$ cat src/rtl/core/cau_pkg.sv
// Shared types and constants for the complex arithmetic unit.
// No dependencies.
package cau_pkg;

    typedef enum logic [1:0] {
        MODE_ADD = 2'd0,
        MODE_SUB = 2'd1,
        MODE_MUL = 2'd2,
        MODE_DIV = 2'd3
    } mode_t;

    // Quotient bits kept by the divider: 33 value bits plus one overflow bit.
    localparam int CAU_QW        = 34;
    localparam int CAU_DIV_STEPS = 34;
    // Accept edge to the edge that takes the result.
    localparam int CAU_LATENCY   = 39;

    // Control that travels beside the data through prep and divider stages.
    typedef struct packed {
        logic valid;
        logic is_div;
        logic dz;
        logic neg_re;
        logic neg_im;
    } cau_ctrl_t;

endpackage

$ cat src/rtl/core/cau_prep.sv
// Sign/magnitude split and alignment of the operands for the divider
// chain. Depends on cau_pkg.
module cau_prep #(
    parameter int FRAC_BITS = 16
) (
    input  logic                       clk,
    input  logic                       rst_n,
    input  logic                       in_valid,
    input  cau_pkg::mode_t             in_mode,
    input  logic signed [64:0]         sum_re,
    input  logic signed [64:0]         sum_im,
    input  logic [63:0]                in_den,
    output cau_pkg::cau_ctrl_t         ctrl,
    output logic [97+FRAC_BITS-1:0]    rem_re,
    output logic [97+FRAC_BITS-1:0]    rem_im,
    output logic [63:0]                den
);
    import cau_pkg::*;

    localparam int RW = 97 + FRAC_BITS;

    logic        valid_reg;
    cau_ctrl_t   ctrl_next, ctrl_data_reg;
    logic [RW-1:0] rem_re_reg, rem_im_reg, rem_re_next, rem_im_next;
    logic [63:0] den_reg;
    logic [63:0] mag_re, mag_im;
    logic [64:0] neg_re_v, neg_im_v;

    assign neg_re_v = 65'(0) - sum_re;
    assign neg_im_v = 65'(0) - sum_im;
    assign mag_re   = sum_re[64] ? neg_re_v[63:0] : sum_re[63:0];
    assign mag_im   = sum_im[64] ? neg_im_v[63:0] : sum_im[63:0];

    always_comb
    begin
        ctrl_next.valid  = in_valid;
        ctrl_next.is_div = (in_mode == MODE_DIV);
        ctrl_next.dz     = (in_mode == MODE_DIV) && (in_den == 64'd0);
        ctrl_next.neg_re = sum_re[64];
        ctrl_next.neg_im = sum_im[64];
        unique case (in_mode)
            MODE_DIV:
            begin
                rem_re_next = RW'(mag_re) << FRAC_BITS;
                rem_im_next = RW'(mag_im) << FRAC_BITS;
            end
            MODE_MUL:
            begin
                rem_re_next = RW'(mag_re >> FRAC_BITS);
                rem_im_next = RW'(mag_im >> FRAC_BITS);
            end
            default:
            begin
                rem_re_next = RW'(mag_re);
                rem_im_next = RW'(mag_im);
            end
        endcase
    end

    always_ff @(posedge clk or negedge rst_n)
    begin
        if (!rst_n)
            valid_reg <= 1'b0;
        else
            valid_reg <= in_valid;
    end

    always_ff @(posedge clk)
    begin
        ctrl_data_reg <= ctrl_next;
        rem_re_reg    <= rem_re_next;
        rem_im_reg    <= rem_im_next;
        den_reg       <= in_den;
    end

    always_comb
    begin
        ctrl       = ctrl_data_reg;
        ctrl.valid = valid_reg;
    end

    assign rem_re = rem_re_reg;
    assign rem_im = rem_im_reg;
    assign den    = den_reg;

endmodule

$ cat config.mk
export PLATFORM = sky130hd
export DESIGN_NAME = cau_prep
export DESIGN_NICKNAME = d
export VERILOG_FILES = /design/src/rtl/core/cau_pkg.sv /design/src/rtl/core/cau_prep.sv
export SDC_FILE = /design/constraint.sdc
export NUM_CORES = 1
export LEC_CHECK = 0
export ABC_AREA = 1
export BUFFER_PORTS_ARGS = -buffer_cell sky130_fd_sc_hd__buf_2
export CAP_MARGIN = 20
export CORE_AREA = 5 5 188 190
export CTS_CLUSTER_SIZE = 16
export DETAILED_ROUTE_END_ITERATION = 8
export DIE_AREA = 0 0 193 195
export GPL_ROUTABILITY_DRIVEN = 1
export PLACE_DENSITY = 0.64
export SLEW_MARGIN = 10
export SYNTH_ARGS = -nofsm -noshare
export SYNTH_HDL_FRONTEND = slang
export SYNTH_SLANG_ARGS = --single-unit
$ cat constraint.sdc
create_clock -name clk -period 1.1 [get_ports clk]
set_input_delay 0.11 -clock clk [delete_from_list [all_inputs] [get_ports clk]]
set_output_delay 0.11 -clock clk [all_outputs]
set_load 0.01 [all_outputs]
==> impl_results.html, run 1 <==
<table>
<tr><th>Metric</th><th>Value</th></tr>
<tr><th colspan="2">Timing</th></tr>
<tr><td>Final TNS setup</td><td>-1.149 ns</td></tr>
<tr><td>Setup repair after global routing missed its margin</td><td>yes</td></tr>
<tr><td>Final Critical Period</td><td>1.164 ns</td></tr>
<tr><td>Max Slew Vio Count</td><td>0</td></tr>
<tr><td>Number of hold violations in the final report</td><td>4</td></tr>
<tr><td>Share of the clock period used by the worst path</td><td>105.8%</td></tr>
<tr><td>Number of setup violations in the final report</td><td>80</td></tr>
<tr><td>Worst-case hold slack</td><td>-0.1355 ns</td></tr>
<tr><td>Post-route setup slack</td><td>-0.06411 ns</td></tr>
<tr><td>Max frequency</td><td>0.8590 GHz</td></tr>
<tr><th colspan="2">Detailed routing</th></tr>
<tr><td>Count of TritonRoute iterations in the first routing pass</td><td>5</td></tr>
<tr><td>Routed wire length per instance</td><td>21.13 um</td></tr>
<tr><td>Total DRC errors in the routed layout</td><td>0</td></tr>
<tr><td>DRC violation total after the first TritonRoute iteration</td><td>1067</td></tr>
<tr><td>Via count</td><td>16180</td></tr>
<tr><td>Via density per instance</td><td>4.972</td></tr>
<tr><td>Final Routed Wirelength</td><td>68760 um</td></tr>
<tr><td>Final ANT Viol Nets</td><td>0</td></tr>
<tr><th colspan="2">Power and ir drop</th></tr>
<tr><td>Cell area power density</td><td>1104 mW/mm^2</td></tr>
<tr><td>Tot Pwr</td><td>25.09 mW</td></tr>
<tr><td>Static Leak</td><td>11.02 nW</td></tr>
<tr><td>VDD IR-drop max</td><td>0.001143 V</td></tr>
<tr><th colspan="2">Worst setup path</th></tr>
<tr><td>CP startpoint kind</td><td>input port</td></tr>
<tr><td>Critical path data arrival time</td><td>1.65 ns</td></tr>
<tr><td>Crit. End Element</td><td>flip-flop</td></tr>
<tr><td>Worst Path Class, Setup</td><td>input port to flip-flop</td></tr>
<tr><td>CP required</td><td>1.59 ns</td></tr>
<tr><td>Crit path max fanout</td><td>2</td></tr>
<tr><th colspan="2">Die</th></tr>
<tr><td>Die width</td><td>193 um</td></tr>
<tr><td>I/O Pins</td><td>494</td></tr>
<tr><td>Chip Height</td><td>195 um</td></tr>
<tr><td>Starting density of the core</td><td>36.82%</td></tr>
<tr><td>Placeable core region</td><td>0.03328 mm^2</td></tr>
<tr><td>Number of standard-cell rows in the floorplan</td><td>67</td></tr>
<tr><td>Area of the die</td><td>0.03764 mm^2</td></tr>
<tr><th colspan="2">Logic synthesis</th></tr>
<tr><td>FF+latch count, synth</td><td>229</td></tr>
<tr><td>Mean post-synth cell area</td><td>6.466 um^2</td></tr>
<tr><td>Netlist cell types</td><td>43</td></tr>
<tr><td>Sequential cell area fraction in the yosys report</td><td>37.46%</td></tr>
<tr><td>Number of instances in the synthesized netlist</td><td>1895</td></tr>
<tr><td>Share of synthesized cell area in and, or, nand and nor gates</td><td>44.31%</td></tr>
<tr><td>Largest family of logic cells by synthesized area</td><td>simple AND/OR/NAND/NOR gates</td></tr>
<tr><td>Yosys warns</td><td>0</td></tr>
<tr><td>Multiplexer area fraction after synthesis</td><td>0%</td></tr>
<tr><td>Mapped cell area</td><td>0.01225 mm^2</td></tr>
<tr><td>Most used flip-flop cell after synthesis</td><td>sky130_fd_sc_hd__dfxtp_1</td></tr>
<tr><td>Synth Area in XOR/XNOR</td><td>3.482%</td></tr>
<tr><td>Top cell type by total area after synthesis</td><td>sky130_fd_sc_hd__dfxtp_1</td></tr>
<tr><td>Count of flip-flops with a built-in enable after synthesis</td><td>0</td></tr>
<tr><td>Adder and majority cell fraction of the synthesized area</td><td>0.2042%</td></tr>
<tr><td>Compound-gate portion of the synthesized area</td><td>4.697%</td></tr>
<tr><td>Cell types with the largest area share after synthesis</td><td>sky130_fd_sc_hd__dfxtp_1 37%, sky130_fd_sc_hd__nand2_1 22%, sky130_fd_sc_hd__nand3_1 9.1%, sky130_fd_sc_hd__nor2_1 7.9%, sky130_fd_sc_hd__buf_4 4.2%</td></tr>
<tr><td>Share of synthesized registers carrying an async set or reset</td><td>0.4367%</td></tr>
<tr><td>Share of the synthesized area in the top cell type</td><td>37.25%</td></tr>
<tr><th colspan="2">Flow run</th></tr>
<tr><td>Number of violations of the max-capacitance limit</td><td>0</td></tr>
<tr><th colspan="2">Clocking</th></tr>
<tr><td>Clock-pin slew on the worst setup and hold paths</td><td>0.06 ns</td></tr>
<tr><td>Clock Root Buffer</td><td>sky130_fd_sc_hd__clkbuf_16</td></tr>
<tr><td>Bufs on Longest Clock Path</td><td>3</td></tr>
<tr><td>Clock tree from TritonCTS</td><td>built</td></tr>
<tr><td>Total clock buffers created by CTS</td><td>25</td></tr>
<tr><td>Clock Sinks</td><td>229</td></tr>
<tr><td>CTS H-Tree Depth</td><td>1</td></tr>
<tr><th colspan="2">Run status</th></tr>
<tr><td>Outcome</td><td>finished with violations</td></tr>
<tr><td>Violations in the final reports</td><td>hold timing, setup timing</td></tr>
<tr><th colspan="2">Placement</th></tr>
<tr><td>Final GP Congestion</td><td>1.054</td></tr>
<tr><td>Port bufs</td><td>427</td></tr>
<tr><td>HPWL Detailed</td><td>52920 um</td></tr>
<tr><td>Pre-CTS worst setup slack</td><td>-0.7920 ns</td></tr>
<tr><th colspan="2">Layout</th></tr>
<tr><td>Share of post-route cells with drive strength above 1</td><td>52.91%</td></tr>
<tr><td>Layout overhead on the synthesized area</td><td>85.54%</td></tr>
<tr><td>Final core utilization</td><td>68.31%</td></tr>
<tr><td>Layout net count</td><td>2985</td></tr>
<tr><td>Commonest cells after routing, fill and taps aside</td><td>545 x sky130_fd_sc_hd__nand2_1, 359 x sky130_fd_sc_hd__buf_4, 260 x sky130_fd_sc_hd__buf_2, 177 x sky130_fd_sc_hd__nand3_1, 177 x sky130_fd_sc_hd__buf_6</td></tr>
<tr><td>Most common library cell in the layout ignoring fill and taps</td><td>sky130_fd_sc_hd__nand2_1</td></tr>
<tr><th colspan="2">Min path</th></tr>
<tr><td>Hold Crit Depth</td><td>3</td></tr>
<tr><td>Worst-case hold path end point</td><td>rem_re[77]</td></tr>
<tr><td>Min-delay src</td><td>sum_re[61]</td></tr>
<tr><td>HP Class</td><td>input port to flip-flop</td></tr>
<tr><th colspan="2">Global routing</th></tr>
<tr><td>First-pass GRT wire length</td><td>95330 um</td></tr>
<tr><td>Largest net degree at the start of global routing</td><td>34</td></tr>
<tr><td>Total congestion overflow</td><td>0</td></tr>
<tr><td>Overall routing resource usage</td><td>33.33%</td></tr>
<tr><td>Number of antenna violations at the first check in global routing</td><td>4</td></tr>
<tr><td>Number of global-route vias before repair</td><td>16010</td></tr>
</table>
stage by stage:
step | cell area (um^2) | instances
2_1_floorplan | 12810 | 1960
3_3_place_gp | 17960 | 3100
3_5_place_dp | 17960 | 3100
4_1_cts | 20700 | 3244
5_1_grt | 22730 | 3254
6_report | 22730 | 3254
routing by layer:
metal,up-vias,share of wire [%],GRT usage [%]
li1,7628,-,-
met1,7517,39,41.05
met2,818,47,54.98
met3,214,8.8,6.696
met4,2,6.1,17.07
met5,-,0.013,0
area by class of cell:
| type | count | area (um^2) |
|---|---|---|
| inverters | 125 | 515.5 |
| multi-input cells | 1486 | 8597 |
| clock buffers | 29 | 660.6 |
| fillers | 2763 | 10550 |
| clock inverters | 17 | 151.4 |
| flip-flops and latches | 229 | 4781 |
| diodes | 3 | 7.507 |
| well taps | 448 | 560.5 |
| repair buffers | 917 | 7461 |
critical path, stage by stage:
cell                            delay, ns
sky130_fd_sc_hd__buf_2               0.10
sky130_fd_sc_hd__dlygate4sd3_1       0.58
sky130_fd_sc_hd__nor4_2              0.28
sky130_fd_sc_hd__nand2_1             0.12
sky130_fd_sc_hd__or3_1               0.37
sky130_fd_sc_hd__nor2_2              0.09
Yosys cell counts, types with 12 or more instances:
library cell,count
sky130_fd_sc_hd__nand2_1,709
sky130_fd_sc_hd__nor2_1,258
sky130_fd_sc_hd__dfxtp_1,228
sky130_fd_sc_hd__nand3_1,224
sky130_fd_sc_hd__inv_1,117
sky130_fd_sc_hd__buf_4,68
sky130_fd_sc_hd__o21ai_0,39
sky130_fd_sc_hd__xor2_1,30
sky130_fd_sc_hd__a21oi_1,23
sky130_fd_sc_hd__buf_2,23
sky130_fd_sc_hd__clkbuf_1,19
sky130_fd_sc_hd__nand4_1,19
sky130_fd_sc_hd__xnor2_1,15
sky130_fd_sc_hd__nor2_2,12
worst max path at each step:
stage | endpoint | slack [ns] | cells past startpoint | startpoint
floorplan | rem_im[40] | -0.20 | 13 | sum_im[1]
global placement | rem_im[28] | -0.84 | 12 | sum_im[14]
detailed placement | rem_im[28] | -0.79 | 13 | sum_im[1]
CTS | rem_im[23] | -0.07 | 1 | rem_im[23]
global route | rem_im[16] | -0.11 | 13 | sum_im[1]
finish | ctrl[2] | -0.06 | 6 | in_den[4]
cells by family after synthesis:
kind of cell	after synthesis
other	1
adder cells (fa/ha/maj)	2
AO/OA/AOI/OAI	93
XOR/XNOR	47
flip-flops	229
AND/OR/NAND/NOR	1278
buffers and inverters	245
power by group:
| group | switching [mW] | internal [mW] |
|---|---|---|
| combinational | 3.92 | 3.27 |
| sequential | 0.353 | 9.10 |
| clock | 3.65 | 4.79 |
what timing repair did:
action / 4_1_cts / 5_1_grt
hold endpoints to repair: 105 / 10
gates resized for setup: 277 / 549
hold buffers: 89 / 6
pin swaps: 37 / 125
setup endpoints to repair: 254 / 359
buffers inserted: 13 / 16
Note: power is estimated with default switching activity, not from simulation.
==> run 2: changes to the inputs <==
--- a/config.mk
+++ b/config.mk
@@ -8,12 +8,12 @@
 export ABC_AREA = 1
 export BUFFER_PORTS_ARGS = -buffer_cell sky130_fd_sc_hd__buf_2
 export CAP_MARGIN = 20
-export CORE_AREA = 5 5 188 190
+export CORE_MARGIN = 3
+export CORE_UTILIZATION = 35
 export CTS_CLUSTER_SIZE = 16
 export DETAILED_ROUTE_END_ITERATION = 8
-export DIE_AREA = 0 0 193 195
 export GPL_ROUTABILITY_DRIVEN = 1
-export PLACE_DENSITY = 0.64
+export PLACE_DENSITY = 0.61
 export SLEW_MARGIN = 10
 export SYNTH_ARGS = -nofsm -noshare
 export SYNTH_HDL_FRONTEND = slang
==> run 2 against run 1 <==
  * The run still ends with hold timing, setup timing left
  * Sequential share of layout area up 0.87 points
  * Wire length fell by 4.3%
  * Flip-flop and latch count unchanged
  * Via count down 0.91%
  * Clock power increased by 12%
  * First-iteration DRC count rose by 12%
  * Cell count is 0.52% lower
  * Worst hold slack improved by 0.0016 ns
  * Total power grew 3.4%
  * Sequential power grew 0.7%
  * Critical path depth shrank 5
  * Critical path type is now flip-flop to output pin
  * Critical endpoint is now den[24]
==> impl_results.html, run 2 (synthesis gave the netlist of run 1 again) <==
<table>
<tr><th>Metric</th><th>Value</th></tr>
<tr><th colspan="2">Worst setup path</th></tr>
<tr><td>Crit-path cells</td><td>buf_6</td></tr>
<tr><td>Family with the most delay on the worst path</td><td>flip-flops</td></tr>
<tr><td>CP startpoint kind</td><td>flip-flop</td></tr>
<tr><td>CP peak stage delay</td><td>0.39 ns (-0.19 ns)</td></tr>
<tr><td>Crit path max fanout</td><td>1 (-1)</td></tr>
<tr><td>Slowest stage cell, crit path</td><td>sky130_fd_sc_hd__dfxtp_4</td></tr>
<tr><td>Worst path buffer plus inverter count</td><td>1 (-1)</td></tr>
<tr><td>Total number of cells along the worst setup path</td><td>1 (-5)</td></tr>
<tr><td>Critical path data arrival time</td><td>1.08 ns (-0.57 ns)</td></tr>
<tr><td>Worst setup endpoint</td><td>den[24]</td></tr>
<tr><td>Crit. End Element</td><td>output pin</td></tr>
<tr><td>Worst Path Class, Setup</td><td>flip-flop to output pin</td></tr>
<tr><td>Crit path from</td><td>den[24]</td></tr>
<tr><td>CP required</td><td>0.99 ns (-0.60 ns)</td></tr>
<tr><th colspan="2">Clocking</th></tr>
<tr><td>Clock Sinks</td><td>229 (unchanged)</td></tr>
<tr><td>Clock tree from TritonCTS</td><td>built</td></tr>
<tr><td>Total clock buffers created by CTS</td><td>26 (+4.0%)</td></tr>
<tr><td>Bufs on Longest Clock Path</td><td>3 (unchanged)</td></tr>
<tr><td>Clock-pin slew on the worst setup and hold paths</td><td>0.07 ns (about the same)</td></tr>
<tr><td>CTS H-Tree Depth</td><td>1 (unchanged)</td></tr>
<tr><td>Clock Root Buffer</td><td>sky130_fd_sc_hd__clkbuf_16</td></tr>
<tr><th colspan="2">Detailed routing</th></tr>
<tr><td>Count of TritonRoute iterations in the first routing pass</td><td>6 (+1)</td></tr>
<tr><td>Routed wire length per instance</td><td>20.32 um (-3.8%)</td></tr>
<tr><td>Via density per instance</td><td>4.953 (-0.39%)</td></tr>
<tr><td>Via count</td><td>16030 (-0.91%)</td></tr>
<tr><td>Final ANT Viol Nets</td><td>0 (unchanged)</td></tr>
<tr><td>Final Routed Wirelength</td><td>65780 um (-4.3%)</td></tr>
<tr><td>Total DRC errors in the routed layout</td><td>0 (unchanged)</td></tr>
<tr><td>DRC violation total after the first TritonRoute iteration</td><td>1198 (+12%)</td></tr>
<tr><th colspan="2">Timing</th></tr>
<tr><td>Number of setup violations in the final report</td><td>196 (+150%)</td></tr>
<tr><td>Worst-case hold slack</td><td>-0.1339 ns (+0.001598 ns)</td></tr>
<tr><td>Post-route setup slack</td><td>-0.08799 ns (-0.02389 ns)</td></tr>
<tr><td>Max frequency</td><td>0.8418 GHz (-2.0%)</td></tr>
<tr><td>Worst relative slew slack</td><td>63.97%</td></tr>
<tr><td>Final Critical Period</td><td>1.188 ns (+0.02389 ns)</td></tr>
<tr><td>Setup repair after global routing missed its margin</td><td>yes</td></tr>
<tr><td>Max Slew Vio Count</td><td>0 (unchanged)</td></tr>
<tr><td>Actual slew at the worst max-slew pin</td><td>0.5355 ns</td></tr>
<tr><td>Share of the clock period used by the worst path</td><td>108.0% (+2.2 points)</td></tr>
<tr><td>Number of hold violations in the final report</td><td>5 (+1)</td></tr>
<tr><th colspan="2">Die</th></tr>
<tr><td>Area of the die</td><td>0.03729 mm^2 (-0.92%)</td></tr>
<tr><td>Chip Height</td><td>193.1 um (-0.97%)</td></tr>
<tr><td>Starting density of the core</td><td>36.00% (-0.82 points)</td></tr>
<tr><td>I/O Pins</td><td>494 (unchanged)</td></tr>
<tr><td>Placeable core region</td><td>0.03404 mm^2 (+2.3%)</td></tr>
<tr><td>Die width</td><td>193.1 um (about the same)</td></tr>
<tr><td>Number of standard-cell rows in the floorplan</td><td>67 (unchanged)</td></tr>
<tr><th colspan="2">Layout</th></tr>
<tr><td>Total of fill cells in the finished design</td><td>2973 (+7.6%)</td></tr>
<tr><td>Layout net count</td><td>2966 (-0.64%)</td></tr>
<tr><td>Layout overhead on the synthesized area</td><td>79.81%</td></tr>
<tr><td>Commonest cells after routing, fill and taps aside</td><td>611 x sky130_fd_sc_hd__nand2_1, 345 x sky130_fd_sc_hd__buf_4, 251 x sky130_fd_sc_hd__buf_2, 193 x sky130_fd_sc_hd__nand3_1, 189 x sky130_fd_sc_hd__buf_6</td></tr>
<tr><td>Non-filler cells, final</td><td>3237 (-0.52%)</td></tr>
<tr><td>Final core utilization</td><td>64.73% (-3.6 points)</td></tr>
<tr><td>Share of post-route cells with drive strength above 1</td><td>48.73% (-4.2 points)</td></tr>
<tr><td>Most common library cell in the layout ignoring fill and taps</td><td>sky130_fd_sc_hd__nand2_1</td></tr>
<tr><th colspan="2">Placement</th></tr>
<tr><td>HPWL Detailed</td><td>51240 um (-3.2%)</td></tr>
<tr><td>Final GP Congestion</td><td>1.010 (-4.2%)</td></tr>
<tr><td>Port bufs</td><td>427 (unchanged)</td></tr>
<tr><td>Number of placed instances, taps included</td><td>3082 (-0.58%)</td></tr>
<tr><th colspan="2">Power and ir drop</th></tr>
<tr><td>VDD IR-drop max</td><td>0.001086 V (-4.9%)</td></tr>
<tr><td>Cell area power density</td><td>1177 mW/mm^2 (+6.7%)</td></tr>
<tr><td>Static Leak</td><td>10.71 nW (-2.8%)</td></tr>
<tr><th colspan="2">Min path</th></tr>
<tr><td>HP Class</td><td>input port to flip-flop</td></tr>
<tr><td>Hold Crit Depth</td><td>3 (unchanged)</td></tr>
<tr><th colspan="2">Global routing</th></tr>
<tr><td>Number of antenna violations at the first check in global routing</td><td>4 (unchanged)</td></tr>
<tr><td>Largest net degree at the start of global routing</td><td>26 (-24%)</td></tr>
<tr><td>Total congestion overflow</td><td>0 (unchanged)</td></tr>
<tr><td>First-pass GRT wire length</td><td>91310 um (-4.2%)</td></tr>
<tr><td>Overall routing resource usage</td><td>32.73% (-0.60 points)</td></tr>
<tr><td>Number of global-route vias before repair</td><td>15040 (-6.0%)</td></tr>
<tr><th colspan="2">Run status</th></tr>
<tr><td>Violations in the final reports</td><td>hold timing, setup timing</td></tr>
<tr><td>Outcome</td><td>finished with violations</td></tr>
<tr><th colspan="2">Flow run</th></tr>
<tr><td>Number of violations of the max-capacitance limit</td><td>0 (unchanged)</td></tr>
</table>
[run 2: area by class of cell]
| type | instances | area (um^2) | area share (%) |
|---|---|---|---|
| Clock buffer | 30 | 705.7 | 3.203 |
| Clock inverter | 18 | 222.7 | 1.011 |
| Inverter | 125 | 508.0 | 2.306 |
| Sequential cell | 229 | 4826 | 21.90 |
| Tap cell | 448 | 560.5 | 2.544 |
| Multi-Input combinational cell | 1486 | 7921 | 35.95 |
| Timing Repair Buffer | 897 | 7278 | 33.03 |
| Antenna cell | 4 | 10.01 | 0.04543 |
[run 2: how the worst min path moves through the flow]
stage | from | end | slack [ns]
after floorplan | rst_n | valid_reg | -0.19
after global placement | rst_n | valid_reg | -0.11
after detailed placement | rst_n | valid_reg | -0.11
after CTS | sum_im[61] | rem_im[77] | -0.16
after global routing | sum_im[61] | rem_im[77] | -0.11
final | sum_im[61] | rem_im[77] | -0.13
[run 2: report_power, final]
part           internal, mW  leakage (nW)  total (mW)  switching [mW]
sequential             9.11          1.95        9.52           0.408
combinational          3.21          8.31        6.97            3.76
clock                  5.41         0.453        9.44            4.03
[run 2: worst min-delay path, cell delays in order]
cell and delay (ns):
sky130_fd_sc_hd__buf_2 0.10, sky130_fd_sc_hd__nand3_1 0.09, sky130_fd_sc_hd__a21oi_1 0.07
[run 2: timing repair]
item / in CTS / in global routing
setup buffers: 2 / 11
hold buffers: 93 / 2
endpoints found under the hold margin: 117 / 4
setup endpoints to repair: 244 / 365
cloned: 0 / 0
gates resized for setup: 266 / 421
pin swaps: 1 / 108
[run 2: through the flow]
stage / instance area, um^2 / total power, mW / setup WS (ns) / setup TNS (ns) / hold slack [ns]
6_report: 22030 / 25.93 / -0.08799 / -4.342 / -0.1339
5_1_grt: 22030 / 26.83 / -0.1372 / -11.11 / -0.1143
4_1_cts: 20490 / 25.24 / -0.09375 / -8.286 / -0.1614
3_5_place_dp: 17750 / 15.02 / -0.7255 / -80.75 / -0.1140
3_3_place_gp: 17750 / 15.00 / -0.7857 / -80.18 / -0.1142
2_1_floorplan: 12810 / 11.89 / -0.2037 / -7.934 / -0.1856
[run 2: metal layers]
layer | GRT usage, % | vias up | share of wire (%)
li1 | - | 7600 | -
met1 | 41.47 | 7448 | 41
met2 | 54.66 | 822 | 46
met3 | 6.039 | 162 | 8.0
met4 | 13.91 | 0 | 4.8
met5 | 0 | - | 0
